$ cat src/rtl/core/ean8_pkg.sv
// Shared types, constants and symbol lookup for the EAN-8 raster generator.
// No dependencies; the output interface, the generator, the divider, the skid buffer and the testbench use it.
`default_nettype none

package ean8_pkg;

  // Geometry of the symbol in modules
  localparam logic [6:0] NUM_MODULES  = 7'd67;
  localparam logic [6:0] CENTRE_START = 7'd31;
  localparam logic [6:0] RIGHT_START  = 7'd36;
  localparam logic [6:0] END_START    = 7'd64;
  localparam logic [6:0] DIGITS_START = 7'd3;

  // Counter widths
  localparam int COL_W = 12;
  localparam int ROW_W = 11;
  localparam int IDX_W = 7;
  localparam int DIM_W = 11;

  // Default saturation limit for the module width
  localparam int MODULE_WIDTH_MAX_DEF = 16;

  // Register indexes of the configuration port
  localparam logic [1:0] REG_DIGITS       = 2'd0;
  localparam logic [1:0] REG_QUIET_ZONE   = 2'd1;
  localparam logic [1:0] REG_MODULE_WIDTH = 2'd2;
  localparam logic [1:0] REG_BAR_HEIGHT   = 2'd3;

  // L codes, first module in bit 6; codes above nine give an all-white digit
  localparam logic [6:0] L_TABLE [16] = '{
    7'h0D, 7'h19, 7'h13, 7'h3D, 7'h23, 7'h31, 7'h2F, 7'h3B,
    7'h37, 7'h0B, 7'h00, 7'h00, 7'h00, 7'h00, 7'h00, 7'h00
  };

  typedef logic [COL_W-1:0] col_t;
  typedef logic [ROW_W-1:0] row_t;
  typedef logic [IDX_W-1:0] idx_t;

  typedef struct packed {
    logic             pixel;
    logic             row_end;
    logic             image_end;
    logic [DIM_W-1:0] image_width;
    logic [DIM_W-1:0] image_height;
  } out_pay_t;

  // One module of a digit: pick the code, invert on the right half
  function automatic logic digit_bit(logic [31:0] digits, logic [2:0] digit_no,
                                     logic [2:0] pos, logic right);
    logic [3:0] d;
    logic [6:0] code;
    d = digits[{digit_no, 2'b00} +: 4];
    code = L_TABLE[d];
    if (right) begin
      code = ~code;
    end
    return (d <= 4'd9) && code[3'd6 - pos];
  endfunction

  // Split an offset into a digit half (0..27) into digit and position
  function automatic logic [4:0] digit_split(logic [4:0] t);
    logic [1:0] dg;
    logic [4:0] ps;
    if (t >= 5'd21) begin
      dg = 2'd3;
    end else if (t >= 5'd14) begin
      dg = 2'd2;
    end else if (t >= 5'd7) begin
      dg = 2'd1;
    end else begin
      dg = 2'd0;
    end
    ps = t - 5'(dg) * 5'd7;
    return {dg, ps[2:0]};
  endfunction

  // Bar or space of one module of the symbol
  function automatic logic module_bit(idx_t m, logic [31:0] digits);
    logic [4:0] sp;
    logic       b;
    b = 1'b0;
    sp = '0;
    if (m < DIGITS_START) begin
      b = (m != 7'd1);
    end else if (m < CENTRE_START) begin
      sp = digit_split(5'(m - DIGITS_START));
      b = digit_bit(digits, {1'b0, sp[4:3]}, sp[2:0], 1'b0);
    end else if (m < RIGHT_START) begin
      b = ~m[0];
    end else if (m < END_START) begin
      sp = digit_split(5'(m - RIGHT_START));
      b = digit_bit(digits, {1'b1, sp[4:3]}, sp[2:0], 1'b1);
    end else if (m < NUM_MODULES) begin
      b = (m != END_START + 7'd1);
    end
    return b;
  endfunction

endpackage

`default_nettype wire

$ cat src/rtl/core/ean8_in_if.sv
// Input channel of the EAN-8 raster generator: one beat requests one pixel.
// Depends on nothing.
`default_nettype none

interface ean8_in_if;
  logic valid;
  logic ready;
  logic restart;

  modport source(output valid, output restart, input ready);
  modport sink(input valid, input restart, output ready);
endinterface

`default_nettype wire

$ cat src/rtl/core/ean8_out_if.sv
// Result channel of the EAN-8 raster generator: one beat carries one pixel.
// Depends on ean8_pkg for field widths.
`default_nettype none

interface ean8_out_if;
  logic                     valid;
  logic                     ready;
  logic                     pixel;
  logic                     row_end;
  logic                     image_end;
  logic [ean8_pkg::DIM_W-1:0] image_width;
  logic [ean8_pkg::DIM_W-1:0] image_height;

  modport source(output valid, output pixel, output row_end, output image_end,
                 output image_width, output image_height, input ready);
  modport sink(input valid, input pixel, input row_end, input image_end,
               input image_width, input image_height, output ready);
endinterface

`default_nettype wire

$ cat src/rtl/core/ean8_cfg_if.sv
// Configuration write channel of the EAN-8 raster generator.
// Depends on nothing.
`default_nettype none

interface ean8_cfg_if;
  logic        valid;
  logic        ready;
  logic [1:0]  index;
  logic [31:0] data;

  modport source(output valid, output index, output data, input ready);
  modport sink(input valid, input index, input data, output ready);
endinterface

`default_nettype wire

$ cat src/rtl/core/ean8_barcode_raster.sv
// EAN-8 barcode raster generator: each input beat yields one pixel of the image in raster
// order, with row and image end flags and the image size. One pixel per clock cycle is
// sustained while the output buffer has room and no divide runs; the pixel is looked up
// from the position counters and registered in a two-entry output buffer. The module
// index within the bars is tracked incrementally, so after reset and every configuration
// write a restoring divider re-derives it from the column at one quotient bit per cycle.
`default_nettype none

module ean8_barcode_raster #(
  parameter int MAX_MODULE_WIDTH = ean8_pkg::MODULE_WIDTH_MAX_DEF
) (
  input  logic             clk,
  input  logic             rst_n,
  ean8_in_if.sink          in_if,
  ean8_out_if.source       out_if,
  ean8_cfg_if.sink         cfg_if
);
  import ean8_pkg::*;

  localparam int SUB_W = (MAX_MODULE_WIDTH > 1) ? $clog2(MAX_MODULE_WIDTH) : 1;
  localparam logic [4:0] MW_SAT = (MAX_MODULE_WIDTH > 31) ? 5'd31 : 5'(MAX_MODULE_WIDTH);

  // Configuration registers
  logic [31:0] digits_r;
  logic [7:0]  qz_r;
  logic [4:0]  mw_r;
  logic [9:0]  bh_r;

  // Derived geometry
  logic [4:0]  mw_eff;
  logic [9:0]  bh_eff;
  col_t        width_r;
  col_t        width_m1_r;
  col_t        bar_col_end_r;
  row_t        height_r;
  row_t        height_m1_r;
  row_t        bar_row_end_r;

  // Position state
  row_t             row_r;
  col_t             col_r;
  idx_t             idx_r;
  logic [SUB_W-1:0] sub_r;
  logic             start_r;

  // Current beat
  logic             in_fire;
  logic             cfg_fire;
  logic             skid_ready;
  row_t             row_c;
  col_t             col_c;
  idx_t             idx_c;
  logic [SUB_W-1:0] sub_c;
  logic             in_cols;
  logic             in_rows;
  logic             row_end;
  logic             image_end;
  logic             sub_wrap;
  out_pay_t         pay;
  out_pay_t         out_pay;

  // Divider results
  logic             div_busy;
  logic             div_done;
  idx_t             div_idx;
  logic [SUB_W-1:0] div_sub;

  // Hold off input beats until the divider result is loaded
  assign cfg_if.ready = 1'b1;
  assign cfg_fire     = cfg_if.valid & cfg_if.ready;
  assign in_if.ready  = skid_ready & ~start_r & ~div_busy & ~div_done;
  assign in_fire      = in_if.valid & in_if.ready;

  // Register writes
  always_ff @(posedge clk) begin
    if (!rst_n) begin
      digits_r <= '0;
      qz_r     <= '0;
      mw_r     <= 5'd1;
      bh_r     <= 10'd1;
    end else if (cfg_fire) begin
      unique case (cfg_if.index)
        REG_DIGITS:       digits_r <= cfg_if.data;
        REG_QUIET_ZONE:   qz_r     <= cfg_if.data[7:0];
        REG_MODULE_WIDTH: mw_r     <= cfg_if.data[4:0];
        REG_BAR_HEIGHT:   bh_r     <= cfg_if.data[9:0];
        default: ;
      endcase
    end
  end

  // Clamp module width and bar height
  assign mw_eff = (mw_r == 5'd0) ? 5'd1 : ((mw_r > MW_SAT) ? MW_SAT : mw_r);
  assign bh_eff = (bh_r == 10'd0) ? 10'd1 : bh_r;

  // Register the geometry; it settles while the divider runs
  always_ff @(posedge clk) begin
    width_r       <= COL_W'(NUM_MODULES) * COL_W'(mw_eff) + COL_W'({qz_r, 1'b0});
    width_m1_r    <= width_r - COL_W'(1);
    bar_col_end_r <= COL_W'(qz_r) + COL_W'(NUM_MODULES) * COL_W'(mw_eff);
    height_r      <= ROW_W'(bh_eff) + ROW_W'({qz_r, 1'b0});
    height_m1_r   <= height_r - ROW_W'(1);
    bar_row_end_r <= ROW_W'(qz_r) + ROW_W'(bh_eff);
  end

  // Position of this beat; restart jumps to the top-left pixel
  assign row_c = in_if.restart ? '0 : row_r;
  assign col_c = in_if.restart ? '0 : col_r;
  assign idx_c = in_if.restart ? '0 : idx_r;
  assign sub_c = in_if.restart ? '0 : sub_r;

  assign in_cols   = (col_c >= COL_W'(qz_r)) && (col_c < bar_col_end_r);
  assign in_rows   = (row_c >= ROW_W'(qz_r)) && (row_c < bar_row_end_r);
  assign row_end   = col_c >= width_m1_r;
  assign image_end = row_end && (row_c >= height_m1_r);
  assign sub_wrap  = (6'(sub_c) + 6'd1) == 6'(mw_eff);

  always_comb begin
    pay.pixel        = in_cols & in_rows & module_bit(idx_c, digits_r);
    pay.row_end      = row_end;
    pay.image_end    = image_end;
    pay.image_width  = width_r[DIM_W-1:0];
    pay.image_height = height_r;
  end

  // Advance the position; reload module index after a divide
  always_ff @(posedge clk) begin
    if (!rst_n) begin
      row_r   <= '0;
      col_r   <= '0;
      idx_r   <= '0;
      sub_r   <= '0;
      start_r <= 1'b1;
    end else begin
      start_r <= cfg_fire;
      if (div_done) begin
        idx_r <= div_idx;
        sub_r <= div_sub;
      end else if (in_fire) begin
        if (image_end) begin
          row_r <= '0;
          col_r <= '0;
          idx_r <= '0;
          sub_r <= '0;
        end else if (row_end) begin
          row_r <= row_c + ROW_W'(1);
          col_r <= '0;
          idx_r <= '0;
          sub_r <= '0;
        end else begin
          row_r <= row_c;
          col_r <= col_c + COL_W'(1);
          if (in_cols && sub_wrap) begin
            idx_r <= idx_c + IDX_W'(1);
            sub_r <= '0;
          end else if (in_cols) begin
            idx_r <= idx_c;
            sub_r <= sub_c + SUB_W'(1);
          end else begin
            idx_r <= idx_c;
            sub_r <= sub_c;
          end
        end
      end
    end
  end

  ean8_col_div #(
    .SUB_W(SUB_W)
  ) u_div (
    .clk   (clk),
    .rst_n (rst_n),
    .start (start_r),
    .col   (col_r),
    .qz    (qz_r),
    .mw    (mw_eff),
    .busy  (div_busy),
    .done  (div_done),
    .idx   (div_idx),
    .sub   (div_sub)
  );

  ean8_out_skid u_skid (
    .clk       (clk),
    .rst_n     (rst_n),
    .in_valid  (in_fire),
    .in_ready  (skid_ready),
    .in_pay    (pay),
    .out_valid (out_if.valid),
    .out_ready (out_if.ready),
    .out_pay   (out_pay)
  );

  assign out_if.pixel        = out_pay.pixel;
  assign out_if.row_end      = out_pay.row_end;
  assign out_if.image_end    = out_pay.image_end;
  assign out_if.image_width  = out_pay.image_width;
  assign out_if.image_height = out_pay.image_height;

  // A register write holds off input beats until the module index is re-derived
  assert property (@(posedge clk) disable iff (!rst_n)
    cfg_fire |=> !in_if.ready)
    else $error("input beat possible right after a register write");

  // Left of the bars the module counters must be zero once settled
  assert property (@(posedge clk) disable iff (!rst_n)
    (!start_r && !div_busy && !div_done && (col_r < COL_W'(qz_r))) |->
      (idx_r == '0 && sub_r == '0))
    else $error("module counters not cleared in the quiet zone");

  // An image end is always a row end
  assert property (@(posedge clk) disable iff (!rst_n)
    out_if.valid |-> (!out_if.image_end || out_if.row_end))
    else $error("image end without row end");

  // The divider finishes before an item is taken
  assert property (@(posedge clk) disable iff (!rst_n)
    div_done |-> !$past(in_fire))
    else $error("input beat taken during a divide");

endmodule

`default_nettype wire

$ cat src/rtl/core/ean8_col_div.sv
// Restoring divider that re-derives module index and subpixel from the column.
// Depends on ean8_pkg.
`default_nettype none

module ean8_col_div #(
  parameter int SUB_W = 4
) (
  input  logic                 clk,
  input  logic                 rst_n,
  input  logic                 start,
  input  ean8_pkg::col_t       col,
  input  logic [7:0]           qz,
  input  logic [4:0]           mw,
  output logic                 busy,
  output logic                 done,
  output ean8_pkg::idx_t       idx,
  output logic [SUB_W-1:0]     sub
);
  import ean8_pkg::*;

  localparam int CNT_W = $clog2(COL_W + 1);

  logic             busy_r;
  logic             done_r;
  logic [CNT_W-1:0] cnt_r;
  logic [4:0]       rem_r;
  logic [4:0]       rem_nxt;
  col_t             quo_r;
  col_t             quo_nxt;
  col_t             off;
  logic [5:0]       trial;
  logic [5:0]       diff;
  logic             ge;

  // Offset into the bar region; a column left of it divides zero
  assign off = (col >= COL_W'(qz)) ? col - COL_W'(qz) : '0;

  // One quotient bit per cycle
  assign trial   = {rem_r, quo_r[COL_W-1]};
  assign ge      = trial >= {1'b0, mw};
  assign diff    = trial - {1'b0, mw};
  assign rem_nxt = ge ? diff[4:0] : trial[4:0];
  assign quo_nxt = {quo_r[COL_W-2:0], ge};

  // Control: start loads, count down the steps, pulse done at the end
  always_ff @(posedge clk) begin
    if (!rst_n) begin
      busy_r <= 1'b0;
      done_r <= 1'b0;
      cnt_r  <= '0;
    end else begin
      done_r <= 1'b0;
      if (start) begin
        busy_r <= 1'b1;
        cnt_r  <= CNT_W'(COL_W);
      end else if (busy_r) begin
        cnt_r <= cnt_r - CNT_W'(1);
        if (cnt_r == CNT_W'(1)) begin
          busy_r <= 1'b0;
          done_r <= 1'b1;
        end
      end
    end
  end

  // Datapath: partial remainder and quotient shift register
  always_ff @(posedge clk) begin
    if (start) begin
      quo_r <= off;
      rem_r <= '0;
    end else if (busy_r) begin
      quo_r <= quo_nxt;
      rem_r <= rem_nxt;
    end
  end

  assign busy = busy_r;
  assign done = done_r;
  assign idx  = quo_r[IDX_W-1:0];
  assign sub  = SUB_W'(rem_r);

endmodule

`default_nettype wire

$ cat src/rtl/core/ean8_out_skid.sv
// Two-entry result buffer (output register plus skid register).
// Depends on ean8_pkg for the result payload type.
`default_nettype none

module ean8_out_skid (
  input  logic               clk,
  input  logic               rst_n,
  input  logic               in_valid,
  output logic               in_ready,
  input  ean8_pkg::out_pay_t in_pay,
  output logic               out_valid,
  input  logic               out_ready,
  output ean8_pkg::out_pay_t out_pay
);
  import ean8_pkg::*;

  logic     main_v_r;
  logic     skid_v_r;
  out_pay_t main_r;
  out_pay_t skid_r;
  logic     pop;
  logic     push;

  assign in_ready  = ~skid_v_r;
  assign push      = in_valid & ~skid_v_r;
  assign pop       = main_v_r & out_ready;
  assign out_valid = main_v_r;
  assign out_pay   = main_r;

  // Valid flags
  always_ff @(posedge clk) begin
    if (!rst_n) begin
      main_v_r <= 1'b0;
      skid_v_r <= 1'b0;
    end else if (pop) begin
      if (skid_v_r) begin
        skid_v_r <= 1'b0;
      end else begin
        main_v_r <= push;
      end
    end else if (push) begin
      if (main_v_r) begin
        skid_v_r <= 1'b1;
      end else begin
        main_v_r <= 1'b1;
      end
    end
  end

  // Payload: refill the output register from the skid stage first
  always_ff @(posedge clk) begin
    if (pop) begin
      if (skid_v_r) begin
        main_r <= skid_r;
      end else if (push) begin
        main_r <= in_pay;
      end
    end else if (push) begin
      if (main_v_r) begin
        skid_r <= in_pay;
      end else begin
        main_r <= in_pay;
      end
    end
  end

endmodule

`default_nettype wire

$ cat src/flat_wrapper.sv
// flat-port wrapper written by rule: the top's interface ports become plain ports
module ean8_barcode_raster_flat import ean8_pkg::*;
#(
  parameter int MAX_MODULE_WIDTH = ean8_pkg::MODULE_WIDTH_MAX_DEF
)
  (clk, rst_n, in_if_valid, in_if_restart, in_if_ready, out_if_valid, out_if_pixel, out_if_row_end, out_if_image_end, out_if_image_width, out_if_image_height, out_if_ready, cfg_if_valid, cfg_if_index, cfg_if_data, cfg_if_ready);
  ean8_in_if in_if_i ();
  ean8_out_if out_if_i ();
  ean8_cfg_if cfg_if_i ();
  input  logic clk;
  input  logic rst_n;
  input wire logic [$bits(in_if_i.valid)-1:0] in_if_valid;
  input wire logic [$bits(in_if_i.restart)-1:0] in_if_restart;
  output wire logic [$bits(in_if_i.ready)-1:0] in_if_ready;
  output wire logic [$bits(out_if_i.valid)-1:0] out_if_valid;
  output wire logic [$bits(out_if_i.pixel)-1:0] out_if_pixel;
  output wire logic [$bits(out_if_i.row_end)-1:0] out_if_row_end;
  output wire logic [$bits(out_if_i.image_end)-1:0] out_if_image_end;
  output wire logic [$bits(out_if_i.image_width)-1:0] out_if_image_width;
  output wire logic [$bits(out_if_i.image_height)-1:0] out_if_image_height;
  input wire logic [$bits(out_if_i.ready)-1:0] out_if_ready;
  input wire logic [$bits(cfg_if_i.valid)-1:0] cfg_if_valid;
  input wire logic [$bits(cfg_if_i.index)-1:0] cfg_if_index;
  input wire logic [$bits(cfg_if_i.data)-1:0] cfg_if_data;
  output wire logic [$bits(cfg_if_i.ready)-1:0] cfg_if_ready;
  assign in_if_i.valid = in_if_valid;
  assign in_if_i.restart = in_if_restart;
  assign in_if_ready = in_if_i.ready;
  assign out_if_valid = out_if_i.valid;
  assign out_if_pixel = out_if_i.pixel;
  assign out_if_row_end = out_if_i.row_end;
  assign out_if_image_end = out_if_i.image_end;
  assign out_if_image_width = out_if_i.image_width;
  assign out_if_image_height = out_if_i.image_height;
  assign out_if_i.ready = out_if_ready;
  assign cfg_if_i.valid = cfg_if_valid;
  assign cfg_if_i.index = cfg_if_index;
  assign cfg_if_i.data = cfg_if_data;
  assign cfg_if_ready = cfg_if_i.ready;
  ean8_barcode_raster #(.MAX_MODULE_WIDTH(MAX_MODULE_WIDTH)) u_core (.clk(clk), .rst_n(rst_n), .in_if(in_if_i), .out_if(out_if_i), .cfg_if(cfg_if_i));
endmodule
$ cat config.mk
export PLATFORM = sky130hd
export DESIGN_NAME = ean8_barcode_raster_flat
export DESIGN_NICKNAME = d
export VERILOG_FILES = /design/src/rtl/core/ean8_pkg.sv /design/src/rtl/core/ean8_in_if.sv /design/src/rtl/core/ean8_out_if.sv /design/src/rtl/core/ean8_cfg_if.sv /design/src/rtl/core/ean8_barcode_raster.sv /design/src/rtl/core/ean8_col_div.sv /design/src/rtl/core/ean8_out_skid.sv /design/src/flat_wrapper.sv
export SDC_FILE = /design/constraint.sdc
export NUM_CORES = 1
export LEC_CHECK = 0
export BUFFER_PORTS_ARGS = -buffer_cell sky130_fd_sc_hd__buf_2
export CELL_PAD_IN_SITES_DETAIL_PLACEMENT = 0
export CELL_PAD_IN_SITES_GLOBAL_PLACEMENT = 2
export CORE_AREA = 2 2 137 272
export DETAILED_ROUTE_END_ITERATION = 7
export DIE_AREA = 0 0 139 274
export GPL_TIMING_DRIVEN = 0
export HOLD_SLACK_MARGIN = 0.03
export PLACE_DENSITY = 0.9
export SYNTH_ARGS = -nofsm -noshare
export SYNTH_HDL_FRONTEND = slang
export SYNTH_SLANG_ARGS = --single-unit
$ cat constraint.sdc
create_clock -name clk -period 6.9 [get_ports clk]
set_input_delay 2.07 -clock clk [delete_from_list [all_inputs] [get_ports clk]]
set_output_delay 2.07 -clock clk [all_outputs]
set_load 0.05 [all_outputs]
==> qor.txt <==
Avg Inst Size Synth: 8.82 um^2
RSZ-0062 raised after global routing: false
Final instance area: 15,500 um^2
First-pass GRT wire length: 59.3 mm
CTS tree: done
Final hold violation count: 0
Fin. max-slew vios: 0
Post-synth EDFFs: 62
Final setup viols: 0
Final WL: 37.3 mm
Peak VDD IR: 0.195 mV
Overall Global Routing Usage: 19.6%
Pin count of the biggest net entering global routing: 26
Post-Syn Area: 13,800 um^2
Post-placement cell area: 14,700 um^2
Vias in the first global route: 10,800
Total Nets Final: 1,849
Final Wtd Congestion: 0.846
Clock skew: 30.1 ps
Period Utilization, post-route: 89.7%
Initial antenna violation count: 0
I/O Buffers: 66
Net Sw Frac: 26.8%
Count of max-cap constraint violations: 0
Total clock sinks: 234
Element type at the critical path start: primary input
Hold Crit Class: reg2reg
GRT overflow: 0
Sequential cell fraction of total power: 46.5%
Sequential area share after synthesis: 38.4%
CTS Buf Count: 24
Asr flop ratio synth: 0%
Worst Path Arrival: 6490 ps
Share of cells above drive strength 1: 8.12%
Top-level I/O count: 68
Die Area: 38,100 um^2
FILL cells: 3,700
Min Tclk post-route: 6190 ps
Core Rows: 99
Clk_lat worst skew: 570 ps
Core ar.: 36,200 um^2
Logic pwr share: 12.5%
FMAX: 162 MHz
Critical Path RT: 7200 ps
Slew @ Worst Pin: 1280 ps
DR iter-0 viols: 706
Die Ht: 274 um
H-tree depth: 1
PD cells: 212 nW/um^2
Residual DRC: 0
Yosys cell types: 85
Leak: 6.53 nW
Root buffer cell: clkbuf_16
Status: finished clean
ANT nets after route: 0
DRT Pass-1 Iters: 5
Slew headroom: 14.5%
Layout area overhead: 12.5%
Final HPWL DP: 28.6 mm
Finished Core Util: 42.9%
Clk buf depth: 3
Finished Layout Cells: 2,128
Crit Path Max Fanout: 19
# hold bufs at CTS: 0
Post-Synthesis Cells: 1,565
Crit Path Category: in2reg
Endpoint class of the critical path: register
Switching power: 881 uW
Initial Utilization: 38.2%
Top_reg_cell synth: dfxtp_1
Placed insts: 2,086
Internal: 2.41 mW
Mapped Nets: 1,757
Wire per inst: 17.5 um
Antenna cells: 0
Vias per cell: 5.19
Ys Warns: 0
Chip width: 139 um
Seq cells post-synth: 234
Via count: 11,000
Worst-path clk slew: 70 ps
Clock share of power: 41.1%
power groups by stage:
stage	sequential, mW	combinational, mW	clock [mW]
after floorplan	1.55	0.285	0
after global placement	1.56	0.409	0
after global routing	1.54	0.464	1.44
after detailed placement	1.56	0.411	0
final	1.53	0.410	1.35
after CTS	1.53	0.415	1.39
synthesized netlist by cell type, drive strengths merged, types with 6 or more instances:
cell,n,area (um^2)
a211oi,20,160
a21boi,7,52.6
a21o,20,150
a21oi,128,641
a31oi,6,37.5
and3,12,75.1
buf,11,71.3
clkbuf,55,206
dfxtp,172,3440
edfxtp,62,1860
fa,6,120
ha,146,1830
inv,129,484
mux2i,23,230
nand2,221,830
nand2b,15,93.8
nand3,35,175
nand3b,11,82.6
nand4,9,56.3
nor2,97,364
nor2b,36,225
nor3,31,160
nor4,10,62.6
o2111ai,9,78.8
o211ai,13,116
o21a,15,113
o21ai,53,269
o21bai,18,135
o221ai,6,58.8
o22ai,7,43.8
o2bb2ai,8,70.1
o31ai,6,50.1
or4,10,75.1
xnor2,63,552
xor2,28,245
kinds of logic after synthesis:
family	Yosys count	synth area share [%]
adders and majority gates	152	14.1
and+or+nand+nor	509	17.2
muxes	26	1.91
other	2	0.0544
DFF	234	38.4
buffers and inverters	198	5.65
xor gates and xnor gates	92	5.94
AOI/OAI and AO/OA	352	16.7
final cells by class:
type,instances,area (um^2),share of cell area (%)
plain buffers,65,277,1.78
clock buffers,31,669,4.31
clock inverters,12,140,0.902
inverters,132,502,3.23
multi-input cells,1133,7720,49.7
flip-flops and latches,234,5310,34.2
well taps,454,568,3.66
repair buffers,67,345,2.22
sequential cells by signal (all words and copies together), names as in the netlist, 12 cells and up:
register / cells
u_core.digits_r: 32
u_core.u_skid.out_pay: 25
u_core.u_skid.skid_r: 25
u_core.bar_col_end_r: 12
u_core.col_r: 12
u_core.u_div.quo_r: 12
u_core.width_m1_r: 12
u_core.width_r: 12
layer usage:
layer	track usage [%]	routed length, um	vias up	share of wire, %
li1	-	-	5627	-
met1	24.8	16400	5140	44
met2	33.8	18000	201	48
met3	2.11	1480	67	4.0
met4	8.21	1470	0	3.9
met5	0	0	-	0
critical path, cell delays in order:
cell,delay [ps]
buf_2,230
clkbuf_1,460
clkbuf_2,520
clkbuf_2,380
nor2_1,80
ha_1,300
xnor2_1,170
ha_1,260
ha_1,220
xor2_1,150
xnor2_1,210
xnor3_1,350
xnor2_1,180
nand3b_1,130
a21oi_1,50
o21a_1,130
a211oi_2,460
o31ai_2,110
repair_timing:
action | CTS | global route
pin swaps | 0 | 0
endpoints found under the setup margin | 12 | 17
buffers inserted | 0 | 0
resized for setup | 1 | 2
stage by stage:
stage | TNS [ps] | hold WS (ps) | power [mW] | setup slack, ps
2_1_floorplan | 0 | 399 | 1.84 | 1070
3_3_place_gp | -16190 | 412 | 1.97 | -731
3_5_place_dp | -18300 | 416 | 1.97 | -836
4_1_cts | 0 | 425 | 3.33 | 1.35
5_1_grt | 0 | 454 | 3.44 | 294
6_report | 0 | 422 | 3.29 | 711
cells in the final DEF, fill, tap and decap left out, types with 6 or more instances in the layout:
cell       instances
nand2_1          221
dfxtp_1          172
ha_1             146
inv_1            129
a21oi_1          127
nor2_1            97
buf_2             69
xnor2_1           63
edfxtp_1          62
clkbuf_1          57
o21ai_0           48
nor2b_1           36
nand3_1           35
nor3_1            30
xor2_1            28
clkbuf_16         26
mux2i_1           23
a21o_1            20
a211oi_1          18
o21bai_1          18
o21a_1            15
nand2b_1          15
and3_1            12
nand3b_1          11
o211ai_1          11
nor4_1            10
or4_1             10
o2111ai_1          9
nand4_1            9
o2bb2ai_1          8
a21boi_0           7
clkinv_2           7
o22ai_1            7
a31oi_1            6
fa_1               6
final timing paths:
kind,startpoint,endpoint,slack (ps),cells past startpoint
worst max register to register,u_core.idx_r[3]$_SDFFE_PN0P_,u_core.u_skid.out_pay[24]$_DFFE_PP_,2540,17
worst min register to register,u_core.width_r[11]$_DFF_P_,u_core.width_m1_r[11]$_DFF_P_,420,1
worst min-delay path,u_core.width_r[11]$_DFF_P_,u_core.width_m1_r[11]$_DFF_P_,420,1
worst max-delay path,in_if_restart,u_core.u_skid.out_pay[24]$_DFFE_PP_,710,18
Note: power is estimated with default switching activity, not from simulation.
